[src/hw/rtl/lmbf_pkg.sv]
// ----------------------------------------------------------------------------
// lmbf_pkg
// Shared constants, types and gamma tables for the LED matrix bit-plane
// frame buffer.
// ----------------------------------------------------------------------------
package lmbf_pkg;

   // Default geometry of the matrix.
   localparam int ROWS_DEFAULT    = 7;
   localparam int PLANES_DEFAULT  = 15;
   localparam int COLUMNS_DEFAULT = 16;

   // Request kinds.
   localparam logic KIND_PIXEL = 1'b0;
   localparam logic KIND_FETCH = 1'b1;

   // Field widths.
   localparam int COORD_W  = 8;
   localparam int COLOR_W  = 8;
   localparam int ROW_W    = 3;
   localparam int COL_W    = 4;
   localparam int WORD_W   = 32;
   localparam int NIBBLES  = WORD_W / 4;
   localparam int NIB_SEL_W = 3;

   // Each frame is three stream words: two pixel words and one control word.
   localparam int PIX_WORDS   = 2;
   localparam int FRAME_WORDS = 3;

   localparam logic [7:0]  DISCHARGE_SELECT = 8'h7F;
   localparam logic [15:0] DISCHARGE_TICKS  = 16'hFFFF;

   // Gamma tables: 256 entries of 14 bits, packed with entry v at bits v*14.
   localparam int GAMMA_W        = 14;
   localparam int GAMMA_ENTRIES  = 256;
   localparam int GAMMA_ROM_BITS = GAMMA_ENTRIES * GAMMA_W;
   localparam int GAMMA_MAX      = 16383;
   localparam int GAMMA_SCALE2   = 2 * GAMMA_MAX;
   localparam int COLOR_MAX      = 255;
   localparam int WIDE_W         = 256;

   // Write port of the plane memory; the address travels beside it.
   typedef struct packed {
      logic                 en;
      logic [NIBBLES-1:0]   nib_en;
      logic [WORD_W-1:0]    data;
   } wr_port_type;

   // Entry v is round(16383 * (v/255)^(p/q)) with halves rounded up. The
   // search compares (2m-1)^q * 255^p against 32766^q * v^p exactly.
   function automatic logic [GAMMA_ROM_BITS-1:0] build_gamma(input int p, input int q);
      logic [GAMMA_ROM_BITS-1:0] rom;
      logic [WIDE_W-1:0]         rhs;
      logic [WIDE_W-1:0]         lhs;
      int                        v;
      int                        t;
      int                        lo;
      int                        hi;
      int                        mid;
      rom = '0;
      for (v = 0; v < GAMMA_ENTRIES; v++) begin
         rhs = WIDE_W'(1);
         for (t = 0; t < q; t++) rhs = rhs * WIDE_W'(GAMMA_SCALE2);
         for (t = 0; t < p; t++) rhs = rhs * WIDE_W'(v);
         lo = 0;
         hi = GAMMA_MAX;
         while (lo < hi) begin
            mid = (lo + hi + 1) >> 1;
            lhs = WIDE_W'(1);
            for (t = 0; t < q; t++) lhs = lhs * WIDE_W'(2 * mid - 1);
            for (t = 0; t < p; t++) lhs = lhs * WIDE_W'(COLOR_MAX);
            if (lhs <= rhs) lo = mid;
            else hi = mid - 1;
         end
         rom[v*GAMMA_W +: GAMMA_W] = GAMMA_W'(lo);
      end
      return rom;
   endfunction

   localparam logic [GAMMA_ROM_BITS-1:0] RED_GAMMA_ROM   = build_gamma(14, 5);
   localparam logic [GAMMA_ROM_BITS-1:0] GREEN_GAMMA_ROM = build_gamma(7, 2);
   localparam logic [GAMMA_ROM_BITS-1:0] BLUE_GAMMA_ROM  = build_gamma(13, 5);

endpackage

[src/hw/rtl/lmbf_stream.sv]
// ----------------------------------------------------------------------------
// lmbf_stream
// Walks the display stream word by word: pixel words from the plane memory,
// control words built from the row and frame counters.
// ----------------------------------------------------------------------------
module lmbf_stream #(
   parameter int ROWS   = lmbf_pkg::ROWS_DEFAULT,
   parameter int PLANES = lmbf_pkg::PLANES_DEFAULT,
   parameter int ADDR_W = 8
) (
   input  logic                              clock,
   input  logic                              reset,
   input  logic                              start,
   input  logic [lmbf_pkg::WORD_W-1:0]       rd_data,
   input  logic                              rsp_stall,
   output logic                              rd_en,
   output logic [ADDR_W-1:0]                 rd_addr,
   output logic                              busy,
   output logic                              rsp_valid,
   output logic [lmbf_pkg::WORD_W-1:0]       rsp_word,
   output logic                              rsp_last
);

   localparam int FRAME_W = $clog2(PLANES);

   localparam logic ST_IDLE = 1'b0;
   localparam logic ST_LOAD = 1'b1;

   localparam logic [1:0] POS_PIX0 = 2'd0;
   localparam logic [1:0] POS_PIX1 = 2'd1;
   localparam logic [1:0] POS_CTRL = 2'd2;

   logic                          state_ff, state_in;
   logic [1:0]                    pos_ff, pos_in;
   logic [FRAME_W-1:0]            frame_ff, frame_in;
   logic [lmbf_pkg::ROW_W-1:0]    row_ff, row_in;
   logic [ADDR_W-1:0]             pix_addr_ff, pix_addr_in;
   logic                          valid_ff, valid_in;
   logic [lmbf_pkg::WORD_W-1:0]   word_ff, word_in;
   logic                          last_ff, last_in;
   logic                          load;
   logic                          discharge;
   logic                          final_frame_row;
   logic [7:0]                    select;
   logic [15:0]                   ticks;

   assign discharge       = (frame_ff == FRAME_W'(PLANES - 1));
   assign final_frame_row = discharge && (row_ff == lmbf_pkg::ROW_W'(ROWS - 1));
   assign select          = discharge ? lmbf_pkg::DISCHARGE_SELECT : ~(8'h80 >> row_ff);
   assign ticks           = discharge ? lmbf_pkg::DISCHARGE_TICKS : (16'd1 << frame_ff);

   // The output register may still hold an untaken result; wait for it.
   assign load = (state_ff == ST_LOAD) && (!valid_ff || !rsp_stall);

   always_comb begin
      state_in    = state_ff;
      pos_in      = pos_ff;
      frame_in    = frame_ff;
      row_in      = row_ff;
      pix_addr_in = pix_addr_ff;
      valid_in    = valid_ff && rsp_stall;
      word_in     = word_ff;
      last_in     = last_ff;
      case (state_ff)
         ST_IDLE: begin
            if (start) begin
               state_in = ST_LOAD;
            end
         end
         ST_LOAD: begin
            if (load) begin
               state_in = ST_IDLE;
               valid_in = 1'b1;
               last_in  = 1'b0;
               if (pos_ff == POS_CTRL) begin
                  word_in = {8'h00, ticks, select};
                  pos_in  = POS_PIX0;
                  if (discharge) begin
                     frame_in = '0;
                     if (final_frame_row) begin
                        last_in     = 1'b1;
                        row_in      = '0;
                        pix_addr_in = '0;
                     end else begin
                        row_in = row_ff + 1'b1;
                     end
                  end else begin
                     frame_in = frame_ff + 1'b1;
                  end
               end else begin
                  word_in     = rd_data;
                  pos_in      = (pos_ff == POS_PIX0) ? POS_PIX1 : POS_CTRL;
                  pix_addr_in = pix_addr_ff + 1'b1;
               end
            end
         end
         default: begin
            state_in = ST_IDLE;
         end
      endcase
   end

   always_ff @(posedge clock) begin
      if (reset) begin
         state_ff    <= ST_IDLE;
         pos_ff      <= POS_PIX0;
         frame_ff    <= '0;
         row_ff      <= '0;
         pix_addr_ff <= '0;
         valid_ff    <= 1'b0;
      end else begin
         state_ff    <= state_in;
         pos_ff      <= pos_in;
         frame_ff    <= frame_in;
         row_ff      <= row_in;
         pix_addr_ff <= pix_addr_in;
         valid_ff    <= valid_in;
      end
   end

   always_ff @(posedge clock) begin
      word_ff <= word_in;
      last_ff <= last_in;
   end

   // The read address is ready before the request, so the read goes out
   // on the transfer itself.
   assign rd_en     = start;
   assign rd_addr   = pix_addr_ff;
   assign busy      = (state_ff == ST_LOAD);
   assign rsp_valid = valid_ff;
   assign rsp_word  = word_ff;
   assign rsp_last  = last_ff;

endmodule

[config.mk]
export PLATFORM = sky130hd
export DESIGN_NAME = lmbf_stream
export DESIGN_NICKNAME = d
export VERILOG_FILES = /design/src/hw/rtl/lmbf_pkg.sv /design/src/hw/rtl/lmbf_stream.sv
export SDC_FILE = /design/constraint.sdc
export NUM_CORES = 1
export LEC_CHECK = 0
export BUFFER_PORTS_ARGS = -buffer_cell sky130_fd_sc_hd__buf_2
export CAP_MARGIN = 30
export CORE_UTILIZATION = 46
export CTS_CLUSTER_DIAMETER = 120
export DETAILED_ROUTE_END_ITERATION = 10
export GPL_ROUTABILITY_DRIVEN = 0
export PLACE_DENSITY = 0.82
export SYNTH_ARGS = -nofsm -noshare
export SYNTH_HDL_FRONTEND = slang
export SYNTH_SLANG_ARGS = --single-unit
export TNS_END_PERCENT = 5
[constraint.sdc]
create_clock -name clock -period 1.4 [get_ports clock]
set_clock_uncertainty 0.05 [all_clocks]
set_input_delay 0.14 -clock clock [delete_from_list [all_inputs] [get_ports clock]]
set_output_delay 0.14 -clock clock [all_outputs]
set_load 0.05 [all_outputs]
==> Flow_metrics.wiki <==
{| class="wikitable"
! Metric !! Value
|-
| Result of the run || finished with violations
|-
| Violations in the final reports || setup timing
|-
| Synthesized instance count || 239
|-
| # diodes || 0
|-
| IR drop worst, VDD || between 0.4 and 0.5 mV
|-
| Number of detailed-route iterations in the first pass || 4
|-
| Period Utilization, post-route || 102%
|-
| Die width || 75.5 µm
|-
| Global route overflow || 0
|-
| Worst endpoint required time || 1580 ps
|-
| Leading area contributor after synthesis || edfxtp_1
|-
| Via count || 2,069
|-
| Total routed wirelength || 5.11 mm
|-
| Capturing element type of the critical path || register
|-
| Area growth, synth to finish || 36.8%
|-
| Net Sw Power || 911 µW
|-
| Max Root-Sink Buffers || 2
|-
| Layout net count || 386
|-
| Synthesis Warnings || 0
|-
| Net switching fraction of the power || between 20 and 30%
|-
| Relative max-transition margin || 72.9%
|-
| Top-level port count || 80
|-
| Clock network fraction of total power || 25.7%
|-
| Combinational fraction of design power || 19.0%
|-
| DRC errors left || 0
|-
| Pwr/cell area || slightly above 900 nW/µm²
|-
| Placed wire-length estimate || 3.80 mm
|-
| Number of synthesized flops with an enable pin || 33
|-
| Met2 track utilization from global routing || 30.6%
|-
| Core box area || 5170 µm²
|-
| Count of input and output buffers || a little under 80
|-
| Longest individual stage delay on the worst path || between 400 and 500 ps
|-
| Post-synthesis register bit count || 52
|-
| Max-capacitance violation count || 0
|-
| Final Max Slew Viols || 0
|-
| Number of global-route vias before repair || 1,779
|-
| Clock net sink count || between 50 and 60
|-
| GR met3 Demand/Resource || approximately 4.2%
|-
| Starting density of the core || just under 50%
|-
| Net count after synthesis || 284
|-
| Proportion of layout cells with a drive suffix above 1 || 46.8%
|-
| Met1 capacity usage during global routing || between 20% and 30%
|-
| Final hold violation count || 0
|-
| Final Power || 3160 µW
|-
| Signal arrival time at the worst endpoint || 1600 ps
|-
| Total Die Area || 5710 µm²
|-
| Placed cell area || 3140 µm²
|-
| Total of endpoints with negative setup slack in the final report || 1
|-
| Worst hold path class || in -> reg
|-
| Drt via density || 5.02
|-
| Cells traversed along the worst timing path || a21bo_4 -> clkinv_8 -> nand2_4 -> or4b_4 -> a21oi_2
|-
| TritonCTS buffer count || 5
|-
| Clock root buffer || clkbuf_8
|-
| Area of the mapped netlist || 2490 µm²
|-
| GRT Overall Usage || about 18%
|-
| Share of the core filled with cells || 65.8%
|-
| Share of the synthesized area in the top cell type || 39.8%
|-
| Top cells by area in the synthesized netlist || edfxtp_1 40%, dfxtp_1 15%, ha_1 4.5%
|-
| Antenna violations before repair || 0
|-
| Critical path launch point || busy$_SDFF_PP0_
|-
| Worst hold path startpoint || rsp_stall
|-
| Critical path peak fanout || 5
|-
| Sequential fraction of the synthesis area || a little under three fifths
|-
| Critical Path Slowest Stage Cell || or4b_4
|-
| Category of the worst setup path launch point || register
|-
| Final critical-path setup slack || -21.2 ps
|-
| Unrepaired setup endpoints after global routing || true
|-
| Share of synthesized registers carrying an async set or reset || 0%
|-
| TritonCTS clock tree || built
|-
| Chip Height || 75.5 µm
|-
| Pin count of the biggest net entering global routing || 20
|-
| Distinct cell type count after synthesis || 42
|-
| Critical path class || reg -> reg
|-
| Number of hold buffers added after CTS || 0
|-
| Startpoint of the most critical register-to-register path || busy$_SDFF_PP0_
|-
| Num rows || 26
|-
| Average cell area after synthesis || 10.4 µm²
|-
| Power Internal || 2250 µW
|-
| Reported leakage power || 0.00137 µW
|-
| DRC marker count from the first detailed-route iteration || 134
|-
| Wire length of the first global-routing pass || 7.67 mm
|-
| Number of levels the H-tree was split into || 2
|-
| Clock slew seen by the registers of the worst setup and hold paths || 80 ps
|-
| Power share of the sequential group || 55.4%
|-
| Dominant synthesized flop cell || edfxtp_1
|-
| Post-DR wirelength/cell || 12.4 µm
|-
| Clock period minus final worst setup slack || around 1400 ps
|-
| Max Clock Freq || 704 MHz
|-
| Cell area after layout || roughly 3400 µm²
|-
| Remaining antenna violation count || 0
|-
| Global-route layer with the greatest usage || met2
|-
| Slew of the pin with the lowest slew margin || 407 ps
|-
| Insertion delay to the later sink of the worst-skew pair || around 300 ps
|}
[cells by family after synthesis]
family	share of synthesized area (%)
buffers and inverters	4.83
DFF	55.1
and+or+nand+nor	17.5
AOI/OAI and AO/OA	14.1
muxes	2.52
xor gates and xnor gates	1.41
adders and majority gates	4.53
[state kept, by name (all words and copies together), names as in the netlist]
signal,flops
row_ff,3
busy,1
rsp_last,1
rd_addr,8
pos_ff,2
frame_ff,4
rsp_valid,1
rsp_word,32
[cells in the mapped netlist (all sizes together), types with 2 or more instances]
cell type,n
buf,11
clkbuf,5
nand3,6
edfxtp,33
inv,9
dfxtp,19
xnor2,3
o31ai,3
ha,9
a21oi,19
a31oi,9
nor3,6
mux2,2
nor4,2
mux2i,4
o32ai,5
nor2b,2
and2,11
or3,2
nor2,24
a22o,3
o21ai,13
nand2,22
nand2b,4
[final cells by class]
cell class | instances | area, µm²
Multi-Input combinational cell | 161 | 1160
Clock inverter | 2 | 11.3
Tap cell | 70 | 87.6
Clock buffer | 6 | 72.6
Fill cell | 370 | 1770
Inverter | 10 | 50.0
Sequential cell | 52 | 1390
Timing Repair Buffer | 111 | 639
[power groups by stage]
stage	sequential, µW	clock (µW)	combinational [µW]
finish	1750	812	599
CTS	1750	830	589
global route	1760	883	643
global placement	1780	0	572
detailed placement	1780	0	581
floorplan	2030	0	162
[worst max-delay path: cells and delay by family, from the launching register on]
| family | cells | cell delay (ps) |
|---|---|---|
| flip-flops | 1 | 350 |
| AND/OR/NAND/NOR | 2 | 520 |
| buffers and inverters | 1 | 60 |
| AO/OA/AOI/OAI | 2 | 370 |
[path summary, 6_finish.rpt]
path                         endpoint  slack, ps  cells after the start
max reg2reg  frame_ff[3]$_SDFFE_PP0P_        -20                      5
max          frame_ff[3]$_SDFFE_PP0P_        -20                      5
min              rsp_valid$_SDFF_PP0_         40                      3
min reg2reg    row_ff[2]$_SDFFE_PP0P_        440                      2
[metrics by stage]
stage	hold slack, ps	std cells	setup WS (ps)	setup TNS (ps)
2_1_floorplan	231	239	-207	-1080
3_3_place_gp	342	403	-87.2	-542
3_5_place_dp	362	403	-154	-1100
4_1_cts	36.2	413	-22.3	-24.4
5_1_grt	54.2	412	-45.4	-388
6_report	41.7	412	-21.2	-21.2
[cells in the final DEF (no fill, tap or decap), types with 8 or more instances in the layout]
cell type  count
o21ai_0       13
buf_4         31
a21oi_1       16
inv_1          8
a31oi_1        8
nand2_1       20
edfxtp_1      33
and2_1        10
dfxtp_1       10
dfxtp_2        8
nor2_1        22
buf_2         79
[timing repair]
item | CTS | global route
setup endpoints to repair | 15 | 33
resized for setup | 11 | 27
setup buffers | 2 | 0
pin swaps | 5 | 4
[per-layer routing]
layer / share of wire (%) / routed length, µm
met1: 46 / 2360
met2: 47 / 2400
met3: 5.9 / 302
met4: 0.98 / 50
met5: 0 / 0
No activity file was read; power rests on OpenSTA's default activity.
